### src/hps_pkg.sv
// Shared types, codes and constants of the handle pool.
package hps_pkg;

	localparam int DEPTH_DEFAULT = 16;
	localparam int CFG_IDX_W     = 1;
	localparam int CFG_DATA_W    = 5;

	// Configuration register indexes
	localparam logic [CFG_IDX_W-1:0] CFG_STACK_MODE   = 1'd0;
	localparam logic [CFG_IDX_W-1:0] CFG_DEPTH_IN_USE = 1'd1;

	// Result status codes
	localparam logic [1:0] STS_OK          = 2'd0;
	localparam logic [1:0] STS_EXHAUSTED   = 2'd1;
	localparam logic [1:0] STS_NOT_LENT    = 2'd2;
	localparam logic [1:0] STS_STACK_ORDER = 2'd3;

	// Operation codes
	localparam logic OP_ACQUIRE = 1'b0;
	localparam logic OP_RELEASE = 1'b1;

	typedef enum logic [3:0] {
		S_IDLE,
		S_DISPATCH,
		S_ACQ_WB,
		S_SRCH_RD,
		S_SRCH_CMP,
		S_SWP_RD,
		S_SWP_WR1,
		S_SWP_WR2,
		S_FIN
	} state_t;

	typedef enum logic [1:0] {
		RD_LENT,
		RD_IDX,
		RD_TOP
	} rd_sel_t;

	typedef enum logic {
		WR_IDX_DATA,
		WR_TOP_HANDLE
	} wr_sel_t;

	// Commands from the controller to the datapath
	typedef struct packed {
		logic       ld_item;
		logic       rd_en;
		rd_sel_t    rd_sel;
		logic       we;
		wr_sel_t    wr_sel;
		logic       idx_load_top;
		logic       idx_dec;
		logic       acq_commit;
		logic       rel_commit;
		logic       set_status;
		logic [1:0] status_code;
		logic       out_load;
	} cmd_t;

	// Status from the datapath to the controller
	typedef struct packed {
		logic op;
		logic exhausted;
		logic lent_zero;
		logic match;
		logic idx_zero;
		logic idx_is_top;
		logic stack_mode;
		logic out_busy;
	} stat_t;

endpackage

### src/handle_pool_stack_heap.sv
// Top level of the handle pool: sequencer and datapath.
//
// Pool of DEPTH handles kept in a single-port slot table. One word goes in
// at a time and gives one result word. An acquire takes one slot table read
// and one update. A release searches the lent slots from the top down with
// one table read and one compare per slot, at most all lent slots; the swap
// costs one more read and two writes on the same port. Errors (exhausted,
// not lent, stack order) finish earlier and leave the pool unchanged. The
// slot table needs no clearing pass: each entry carries a valid bit and reads
// as its own index until written. A finished result waits in the output
// register until taken; the next word is accepted meanwhile.
module handle_pool_stack_heap #(
	parameter int DEPTH = hps_pkg::DEPTH_DEFAULT
) (
	input  logic                           clk,
	input  logic                           arst_n,
	input  logic                           cfg_we,
	input  logic [hps_pkg::CFG_IDX_W-1:0]  cfg_index,
	input  logic [hps_pkg::CFG_DATA_W-1:0] cfg_data,
	input  logic                           in_valid,
	output logic                           in_ready,
	input  logic                           op,
	input  logic [3:0]                     handle_in,
	input  logic [31:0]                    usage_mark,
	output logic                           out_valid,
	input  logic                           out_ready,
	output logic [3:0]                     handle_out,
	output logic [1:0]                     status,
	output logic [3:0]                     frames_above,
	output logic [4:0]                     live_count,
	output logic [4:0]                     live_peak,
	output logic [31:0]                    acquire_total,
	output logic [31:0]                    usage_peak
);

	hps_pkg::cmd_t  cmd;
	hps_pkg::stat_t stat;

	hps_ctrl u_ctrl (
		.clk      (clk),
		.arst_n   (arst_n),
		.in_valid (in_valid),
		.in_ready (in_ready),
		.stat     (stat),
		.cmd      (cmd)
	);

	hps_datapath #(
		.DEPTH (DEPTH)
	) u_dp (
		.clk           (clk),
		.arst_n        (arst_n),
		.cfg_we        (cfg_we),
		.cfg_index     (cfg_index),
		.cfg_data      (cfg_data),
		.op            (op),
		.handle_in     (handle_in),
		.usage_mark    (usage_mark),
		.cmd           (cmd),
		.stat          (stat),
		.out_valid     (out_valid),
		.out_ready     (out_ready),
		.handle_out    (handle_out),
		.status        (status),
		.frames_above  (frames_above),
		.live_count    (live_count),
		.live_peak     (live_peak),
		.acquire_total (acquire_total),
		.usage_peak    (usage_peak)
	);

endmodule

### src/hps_ctrl.sv
// Sequencer of the handle pool: steps acquire, search and swap.
module hps_ctrl (
	input  logic           clk,
	input  logic           arst_n,
	input  logic           in_valid,
	output logic           in_ready,
	input  hps_pkg::stat_t stat,
	output hps_pkg::cmd_t  cmd
);

	hps_pkg::state_t state_q, state_nx;

	// State register
	always_ff @(posedge clk or negedge arst_n) begin
		if (!arst_n) begin
			state_q <= hps_pkg::S_IDLE;
		end else begin
			state_q <= state_nx;
		end
	end

	// Next state and commands
	always_comb begin
		state_nx = state_q;
		cmd      = '0;
		in_ready = 1'b0;
		case (state_q)
			hps_pkg::S_IDLE: begin
				in_ready = 1'b1;
				if (in_valid) begin
					cmd.ld_item = 1'b1;
					state_nx    = hps_pkg::S_DISPATCH;
				end
			end
			hps_pkg::S_DISPATCH: begin
				if (stat.op == hps_pkg::OP_ACQUIRE) begin
					if (stat.exhausted) begin
						cmd.set_status  = 1'b1;
						cmd.status_code = hps_pkg::STS_EXHAUSTED;
						state_nx        = hps_pkg::S_FIN;
					end else begin
						cmd.rd_en  = 1'b1;
						cmd.rd_sel = hps_pkg::RD_LENT;
						state_nx   = hps_pkg::S_ACQ_WB;
					end
				end else begin
					if (stat.lent_zero) begin
						cmd.set_status  = 1'b1;
						cmd.status_code = hps_pkg::STS_NOT_LENT;
						state_nx        = hps_pkg::S_FIN;
					end else begin
						cmd.idx_load_top = 1'b1;
						state_nx         = hps_pkg::S_SRCH_RD;
					end
				end
			end
			hps_pkg::S_ACQ_WB: begin
				cmd.acq_commit = 1'b1;
				state_nx       = hps_pkg::S_FIN;
			end
			hps_pkg::S_SRCH_RD: begin
				cmd.rd_en  = 1'b1;
				cmd.rd_sel = hps_pkg::RD_IDX;
				state_nx   = hps_pkg::S_SRCH_CMP;
			end
			hps_pkg::S_SRCH_CMP: begin
				if (stat.match) begin
					if (stat.stack_mode && !stat.idx_is_top) begin
						cmd.set_status  = 1'b1;
						cmd.status_code = hps_pkg::STS_STACK_ORDER;
						state_nx        = hps_pkg::S_FIN;
					end else begin
						state_nx = hps_pkg::S_SWP_RD;
					end
				end else if (stat.idx_zero) begin
					cmd.set_status  = 1'b1;
					cmd.status_code = hps_pkg::STS_NOT_LENT;
					state_nx        = hps_pkg::S_FIN;
				end else begin
					cmd.idx_dec = 1'b1;
					state_nx    = hps_pkg::S_SRCH_RD;
				end
			end
			hps_pkg::S_SWP_RD: begin
				cmd.rd_en  = 1'b1;
				cmd.rd_sel = hps_pkg::RD_TOP;
				state_nx   = hps_pkg::S_SWP_WR1;
			end
			hps_pkg::S_SWP_WR1: begin
				cmd.we     = 1'b1;
				cmd.wr_sel = hps_pkg::WR_IDX_DATA;
				state_nx   = hps_pkg::S_SWP_WR2;
			end
			hps_pkg::S_SWP_WR2: begin
				cmd.we         = 1'b1;
				cmd.wr_sel     = hps_pkg::WR_TOP_HANDLE;
				cmd.rel_commit = 1'b1;
				state_nx       = hps_pkg::S_FIN;
			end
			hps_pkg::S_FIN: begin
				if (!stat.out_busy) begin
					cmd.out_load = 1'b1;
					state_nx     = hps_pkg::S_IDLE;
				end
			end
			default: begin
				state_nx = hps_pkg::S_IDLE;
			end
		endcase
	end

endmodule

### src/hps_datapath.sv
// Datapath of the handle pool: slot table, counters, item and result registers.
module hps_datapath #(
	parameter int DEPTH = hps_pkg::DEPTH_DEFAULT
) (
	input  logic                           clk,
	input  logic                           arst_n,
	input  logic                           cfg_we,
	input  logic [hps_pkg::CFG_IDX_W-1:0]  cfg_index,
	input  logic [hps_pkg::CFG_DATA_W-1:0] cfg_data,
	input  logic                           op,
	input  logic [3:0]                     handle_in,
	input  logic [31:0]                    usage_mark,
	input  hps_pkg::cmd_t                  cmd,
	output hps_pkg::stat_t                 stat,
	output logic                           out_valid,
	input  logic                           out_ready,
	output logic [3:0]                     handle_out,
	output logic [1:0]                     status,
	output logic [3:0]                     frames_above,
	output logic [4:0]                     live_count,
	output logic [4:0]                     live_peak,
	output logic [31:0]                    acquire_total,
	output logic [31:0]                    usage_peak
);

	localparam int AW   = (DEPTH > 1) ? $clog2(DEPTH) : 1;
	localparam int CNTW = $clog2(DEPTH + 1);
	localparam int HCW  = (AW > 4) ? AW : 4;
	localparam int LCW  = (CNTW > 5) ? CNTW : 5;

	// Configuration
	logic                           stack_q;
	logic [hps_pkg::CFG_DATA_W-1:0] depth_q;

	// Pool state
	logic [CNTW-1:0] lent_q;
	logic [CNTW-1:0] peak_q;
	logic [31:0]     total_q;
	logic [31:0]     umax_q;

	// Current word and search index
	logic            op_q;
	logic [3:0]      handle_q;
	logic [31:0]     mark_q;
	logic [AW-1:0]   idx_q;
	logic [AW-1:0]   res_handle_q;
	logic [1:0]      res_status_q;
	logic [AW-1:0]   res_above_q;

	// Slot table with per-entry valid bits; an unwritten slot holds its own index
	logic [AW-1:0]    slot_mem [DEPTH];
	logic [DEPTH-1:0] slot_v_q;
	logic [AW-1:0]    mem_rd_q;
	logic             rd_v_q;
	logic [AW-1:0]    rd_addr_q;

	logic [AW-1:0]   top_w;
	logic [AW-1:0]   rd_addr;
	logic [AW-1:0]   wr_addr;
	logic [AW-1:0]   wr_data;
	logic [AW-1:0]   rdata;
	logic [HCW-1:0]  handle_ext;
	logic [CNTW-1:0] lent_inc;

	assign top_w      = AW'(lent_q - CNTW'(1));
	assign handle_ext = HCW'(handle_q);
	assign rdata      = rd_v_q ? mem_rd_q : rd_addr_q;
	assign lent_inc   = lent_q + CNTW'(1);

	// Address and data selection for the slot table
	always_comb begin
		case (cmd.rd_sel)
			hps_pkg::RD_LENT: rd_addr = AW'(lent_q);
			hps_pkg::RD_IDX:  rd_addr = idx_q;
			hps_pkg::RD_TOP:  rd_addr = top_w;
			default:          rd_addr = idx_q;
		endcase
		case (cmd.wr_sel)
			hps_pkg::WR_IDX_DATA: begin
				wr_addr = idx_q;
				wr_data = rdata;
			end
			hps_pkg::WR_TOP_HANDLE: begin
				wr_addr = top_w;
				wr_data = handle_ext[AW-1:0];
			end
			default: begin
				wr_addr = idx_q;
				wr_data = rdata;
			end
		endcase
	end

	// Slot table storage, registered read
	always_ff @(posedge clk) begin
		if (cmd.we) begin
			slot_mem[wr_addr] <= wr_data;
		end
		if (cmd.rd_en) begin
			mem_rd_q  <= slot_mem[rd_addr];
			rd_addr_q <= rd_addr;
		end
	end

	// Valid bits and the valid flag of the last read
	always_ff @(posedge clk or negedge arst_n) begin
		if (!arst_n) begin
			slot_v_q <= '0;
			rd_v_q   <= 1'b0;
		end else begin
			if (cmd.we) begin
				slot_v_q[wr_addr] <= 1'b1;
			end
			if (cmd.rd_en) begin
				rd_v_q <= slot_v_q[rd_addr];
			end
		end
	end

	// Configuration registers
	always_ff @(posedge clk or negedge arst_n) begin
		if (!arst_n) begin
			stack_q <= 1'b0;
			depth_q <= 5'd16;
		end else if (cfg_we) begin
			case (cfg_index)
				hps_pkg::CFG_STACK_MODE:   stack_q <= cfg_data[0];
				hps_pkg::CFG_DEPTH_IN_USE: depth_q <= cfg_data;
				default: ;
			endcase
		end
	end

	// Counters and peaks
	always_ff @(posedge clk or negedge arst_n) begin
		if (!arst_n) begin
			lent_q  <= '0;
			peak_q  <= '0;
			total_q <= '0;
			umax_q  <= '0;
		end else begin
			if (cmd.acq_commit) begin
				lent_q <= lent_inc;
				if (lent_inc > peak_q) begin
					peak_q <= lent_inc;
				end
				if (total_q != '1) begin
					total_q <= total_q + 32'd1;
				end
			end
			if (cmd.rel_commit) begin
				lent_q <= lent_q - CNTW'(1);
				if (mark_q > umax_q) begin
					umax_q <= mark_q;
				end
			end
		end
	end

	// Word capture, search index and pending result fields
	always_ff @(posedge clk) begin
		if (cmd.ld_item) begin
			op_q         <= op;
			handle_q     <= handle_in;
			mark_q       <= usage_mark;
			res_handle_q <= '0;
			res_status_q <= hps_pkg::STS_OK;
			res_above_q  <= '0;
		end
		if (cmd.idx_load_top) begin
			idx_q <= top_w;
		end else if (cmd.idx_dec) begin
			idx_q <= idx_q - AW'(1);
		end
		if (cmd.acq_commit) begin
			res_handle_q <= rdata;
		end
		if (cmd.set_status) begin
			res_status_q <= cmd.status_code;
			if (cmd.status_code == hps_pkg::STS_STACK_ORDER) begin
				res_above_q <= top_w - idx_q;
			end
		end
	end

	// Output register
	always_ff @(posedge clk or negedge arst_n) begin
		if (!arst_n) begin
			out_valid <= 1'b0;
		end else if (cmd.out_load) begin
			out_valid <= 1'b1;
		end else if (out_ready) begin
			out_valid <= 1'b0;
		end
	end

	always_ff @(posedge clk) begin
		if (cmd.out_load) begin
			handle_out    <= 4'(res_handle_q);
			status        <= res_status_q;
			frames_above  <= 4'(res_above_q);
			live_count    <= 5'(lent_q);
			live_peak     <= 5'(peak_q);
			acquire_total <= total_q;
			usage_peak    <= umax_q;
		end
	end

	// Status toward the controller
	always_comb begin
		stat.op         = op_q;
		stat.exhausted  = (LCW'(lent_q) >= LCW'(depth_q)) || (lent_q >= CNTW'(DEPTH));
		stat.lent_zero  = (lent_q == '0);
		stat.match      = (HCW'(rdata) == handle_ext);
		stat.idx_zero   = (idx_q == '0);
		stat.idx_is_top = (idx_q == top_w);
		stat.stack_mode = stack_q;
		stat.out_busy   = out_valid && !out_ready;
	end

endmodule

### config.mk
export PLATFORM = sky130hd
export DESIGN_NAME = handle_pool_stack_heap
export DESIGN_NICKNAME = d
export VERILOG_FILES = /design/src/hps_pkg.sv /design/src/handle_pool_stack_heap.sv /design/src/hps_ctrl.sv /design/src/hps_datapath.sv
export SDC_FILE = /design/constraint.sdc
export NUM_CORES = 1
export LEC_CHECK = 0
export BUFFER_PORTS_ARGS = -buffer_cell sky130_fd_sc_hd__buf_4
export CELL_PAD_IN_SITES_DETAIL_PLACEMENT = 1
export CELL_PAD_IN_SITES_GLOBAL_PLACEMENT = 1
export CORE_MARGIN = 5
export CORE_UTILIZATION = 53
export CTS_BUF_LIST = sky130_fd_sc_hd__clkbuf_16
export DETAILED_ROUTE_END_ITERATION = 16
export HOLD_SLACK_MARGIN = 0.12
export PLACE_DENSITY = 0.95
export RECOVER_POWER = 100
export SYNTH_ARGS = -nofsm -noshare
export SYNTH_HDL_FRONTEND = slang
export SYNTH_HIERARCHICAL = 1
export SYNTH_SLANG_ARGS = --single-unit
### constraint.sdc
create_clock -name clk -period 7.8 [get_ports clk]
set_input_delay 0.39 -clock clk [delete_from_list [all_inputs] [get_ports clk]]
set_output_delay 0.39 -clock clk [all_outputs]
set_load 0.005 [all_outputs]
After elaboration in Yosys (flattened, before gate mapping)
Memory sizes are Yosys's and may differ from the RTL's. A register that Yosys moved wholly into a read port is not among the register bits.
Index checks and enable logic that the tools add are counted.
{"block": "word_totals", "elab_cells": 134, "ff_bits": 241, "n_memories": 1, "ramBits": 64, "inputBits": 48, "output_inout_bits": 86}
{"block": "op_classes", "reduce_logical": 22, "n_eq_ne": 15, "order_cmp": 7, "muxes": 56, "addsub": 5, "bitwise_logic": 3}
{"name": "u_dp.slot_mem", "depth": 16, "width": 4, "rd": 1, "rd_ports_with_merged_regs": 1, "wr": 1, "line_no": "hps_datapath.sv:51", "rtl": "logic [AW-1:0] slot_mem [DEPTH];"}
{"cell": "4-bit two-way mux", "count": 16}
{"cell": "32-bit by 1-bit adder with 32-bit output, second input constant", "count": 1}
{"cell": "32-bit greater-than comparator", "count": 1}
{"cell": "32-bit inequality test, second input constant", "count": 1}
{"cell": "4-bit one-hot mux with 8 select lines", "count": 1}
{"cell": "3-bit two-way mux", "count": 8}
{"cell": "4-bit one-hot mux with 2 select lines", "count": 3}
{"cell": "1-bit two-way mux", "count": 19}
{"cell": "4-bit by 3-bit equality test with 1-bit output, second input constant", "count": 4}
{"cell": "16-bit OR", "count": 1}
{"cell": "2-bit AND reduction", "count": 6}
{"cell": "4-bit by 5-bit < comparator with 1-bit output, second input constant", "count": 2}
{"cell": "5-bit two-way mux", "count": 2}
{"cell": "2-bit nonzero test", "count": 5}
{"cell": "3-bit one-hot mux with 3 select lines", "count": 1}
{"cell": "4-bit by 2-bit equality test with 1-bit output, second input constant", "count": 2}
{"cell": "4-bit equality test", "count": 2}
{"cell": "4-bit logical NOT", "count": 2}
{"cell": "3-bit one-hot mux with 2 select lines", "count": 1}
{"cell": "5-bit by 1-bit adder with 5-bit output, second input constant", "count": 1}
{"cell": "5-bit >= comparator", "count": 1}
{"cell": "5-bit >= comparator, second input constant", "count": 1}
{"cell": "5-bit greater-than comparator", "count": 1}
{"cell": "5-bit logical NOT", "count": 1}
{"cell": "other kinds (18)", "count": 25}

Depth between registers and ports, before layout
{"block": "depth", "depth_word": 10, "ltp_mapped": 16, "depth_no_buf": 15}

Modules after synthesis
Netlist, hierarchy kept.
{"module": "hps_datapath", "seq_area_each_um2": 8629.5, "cells_per_inst": 873, "area_per_inst_um2": 12804.8, "n_inst": 1}
{"module": "hps_ctrl", "seq_area_each_um2": 100.1, "cells_per_inst": 60, "area_per_inst_um2": 447.9, "n_inst": 1}

Worst setup path before layout
No wires, ideal clock.
{"block": "synth_path", "path_kind": "register to register", "from": "reg u_ctrl.state_q[1]", "to": "reg u_dp.acquire_total[0], enable pin", "n_path_buf": 1, "t_arrival_ns": 4.467, "required_time_ns": 7.272, "period_less_slack_ns": 4.995, "slack_ns": 2.805, "path_stages_with_launch": 5, "setup_ns": 0.528, "cell_sequence": "dfrtp_1 > buf_2 > nor3_1 > nand2_1 > nor2_1"}
{"element": "start, declared", "line_no": "hps_ctrl.sv:11", "rtl": "hps_pkg::state_t state_q, state_nx;"}
{"element": "start signal, assigned", "line_no": "hps_ctrl.sv:16", "rtl": "state_q <= hps_pkg::S_IDLE;"}
{"element": "start signal, assigned", "line_no": "hps_ctrl.sv:18", "rtl": "state_q <= state_nx;"}
{"element": "end signal, assigned", "line_no": "hps_datapath.sv:204", "rtl": "acquire_total <= total_q;"}
{"element": "end, declared", "line_no": "hps_datapath.sv:22", "rtl": "output logic [31:0] acquire_total,"}

==> run summary <==
status - complete, but fails checks
violated checks - capacitance limit, slew limit
Power Density - 372 nW/µm²
CP Cell Sequence - nand2b_1, nor3b_1, xor2_1, mux2i_4, clkbuf_1, mux2i_1, mux2i_1, mux2_2, a211o_1
Post-Layout Inst Area - 15,900 µm²
top cells by area, synth - edfxtp_1, dfrtp_1, ha_1
clock period minus worst slack - 5.76 ns
Setup Buffers After CTS - 0
Max Clk Rate - 174 MHz
total CTS buffers - 35
hpwl dp - 24.0 mm
Synth Cell Area - 13,300 µm²
drt via density - 6.12
Port Buffers - 133
EDFF count, synth - 203
Die Wd - 168 µm
DRC - 0
critical path's top delay family - buffers and inverters
register area share after synthesis - 0.659
post-placement cell area - 14,600 µm²
Core Box Area - 24,500 µm²
drt pass-1 iters - 5
crit start category - flop
asr flop ratio synth - 0.330
CP endpoint kind - flop
post-synthesis mux area share - 0.0803
Yosys top cell area share - 0.460
crit share post-route - 0.738
synth cell count leaders - edfxtp_1, dfrtp_1, inv_1
worst path bufs/invs - 1
Synth cell types - 68
via count - 9,033
critical path required time - 8.05 ns
Slowest-stage cell, CP - clkbuf_1
leakage power - 0.00644 µW
pin count of the biggest net entering global routing - 71
GP Congestion - 0.843
Syn Area/Cell - 14.2 µm²
Worst-path clk slew - 0.07 ns
Max-Cap Viols - 7
Clock Tree Buf Depth - 3
initial antenna violation count - 1
drt total wl - 40.9 mm
CTS tree - built
CP most frequent cell - mux2i_1
Initial Util - 0.542
Compound-Gate Fraction of Synth Area - 0.0555
DRT antenna net count - 0
most frequent cell after synthesis - edfxtp_1
area leader, netlist - edfxtp_1
clk sink count - 309
crit path kind - reg -> reg
largest family of logic cells by synthesized area - simple AND/OR/NAND/NOR gates
Iteration-0 DRC Markers - 999
Chip Height - 168 µm
Clk Latency, worst-skew pair - 0.52 ns
critical path peak fanout - 50
Rows - 57
final hold vios - 0
die footprint - 28,300 µm²
Max rail drop VDD - 0.000213 V
Nets - 1,225
Top FF cell, synth - edfxtp_1
Simple-Gate Fraction of Synth Area - 0.0935
clock root cell - clkbuf_16
share of post-route cells with drive strength above 1 - 0.174
Final setup viols - 0
Area Overhead vs Synth - 20.3%
Yosys warnings - 6
Hold Path Class - in -> reg
post-synthesis net count - 1,032
Worst-Margin Slew - 3.33 ns
All-Layer GR Usage - 0.289
max_slew headroom - -1.23
Synth Area in XOR/XNOR - 0.0317
Routed wire per std cell - 27.7 µm
Synth Register Bits - 309
Worst EP arrival - 6.01 ns
max-slew violations - 243
TNS Setup - 0 ns
Crit path largest cell delay - 2.21 ns
first-pass GRT wire length - 62.7 mm
RSZ-0062 raised after global routing - false
Mapped Cells - 933
vias in the first global route - 9,949
# IOs - 134
total gr overflow - 0
H-tree Lvls - 2
Synth Area in Adders - 0.0487
Final Skew - 0.0248 ns
## registers in the layout, summed over array words and instances (netlist names), 5 cells and up
| name | cells |
|---|---|
| u_dp/acquire_total | 32 |
| u_dp/depth_q | 5 |
| u_dp/lent_q | 5 |
| u_dp/live_count | 5 |
| u_dp/live_peak | 5 |
| u_dp/mark_q | 32 |
| u_dp/peak_q | 5 |
| u_dp/slot_mem | 64 |
| u_dp/slot_v_q | 16 |
| u_dp/total_q | 32 |
| u_dp/umax_q | 32 |
| u_dp/usage_peak | 32 |
## worst register-to-register path, cell delays in order, from the launching register on
cell and delay, ns:
dfrtp_1 0.54, nand2b_1 0.30, nor3b_1 0.69, xor2_1 0.27
mux2i_4 0.20, clkbuf_1 2.21, mux2i_1 0.47, mux2i_1 0.15
mux2_2 0.34, a211o_1 0.34
## final timing paths
kind,start,end,slack (ns),cells past startpoint
max in group asynchronous,arst_n,u_dp/slot_v_q[12],4.84,3
max reg2reg,u_ctrl/state_q[3],u_dp/mem_rd_q[0],2.04,9
min reg2reg,u_dp/res_handle_q[1],u_dp/handle_out[1],0.43,0
min,in_valid,u_ctrl/state_q[0],0.17,3
min in group asynchronous,arst_n,u_dp/umax_q[8],1.02,2
max,u_ctrl/state_q[3],u_dp/mem_rd_q[0],2.04,9
## what timing repair did
item | 4_1_cts | 5_1_grt
resized for setup | 0 | 0
hold buffers | 43 | 0
endpoints found under the hold margin | 75 | 0
## metal layers
layer	wire, µm	track usage	part of all wire
met1	15500	0.351	0.38
met3	2300	0.0438	0.056
met4	1750	0.105	0.043
met2	21400	0.522	0.52
met5	0	0	0
## cells by family after synthesis
family          after synthesis
fa+ha+maj                    51
mux                          99
flops                       309
buf+inv                      97
xor+xnor                     48
compound gates              108
simple gates                221
## power by group
group          internal (µW)  switching [µW]  total [µW]
sequential              2190             280        2470
clock                   1020             683        1710
combinational            689            1060        1750
total                   3900            2030        5920
## layout make-up
class                           count  area (µm²)
Clock inverter                     26         245
Tap cell                          324         405
Sequential cell                   309        8730
Clock buffer                       37         926
Antenna cell                        1        2.50
Multi-Input combinational cell    527        4090
Inverter                           66         249
Timing Repair Buffer              187        1290
Fill cell                        2275        8520
## cell usage in the layout (no fill, tap or decap), types with 12 or more instances in the layout
master	n
xor2_1	16
clkbuf_1	58
nand4_1	18
clkbuf_4	79
mux2_2	37
inv_1	71
nor3_1	12
nor2_1	37
nand2_1	40
or2_2	20
dlygate4sd3_1	43
xnor2_1	32
a21oi_1	27
mux2_1	12
dfrtp_1	101
ha_1	50
nand3_1	15
nor2b_1	23
mux2i_1	49
clkbuf_16	37
o21ai_0	21
edfxtp_1	203
and3_1	12
## per-stage QoR
stage	total power [µW]	cells	hold slack (ns)	setup WS, ns	util
floorplan	3450	933	0.0944	2.80	-
global placement	3870	1370	0.379	4.30	0.596
detailed placement	4080	1370	0.381	4.05	0.596
CTS	5890	1476	0.142	3.84	0.662
global route	6160	1477	0.166	1.88	0.652
finish	5920	1477	0.172	2.04	0.652
(Power assumes the default switching activity.)
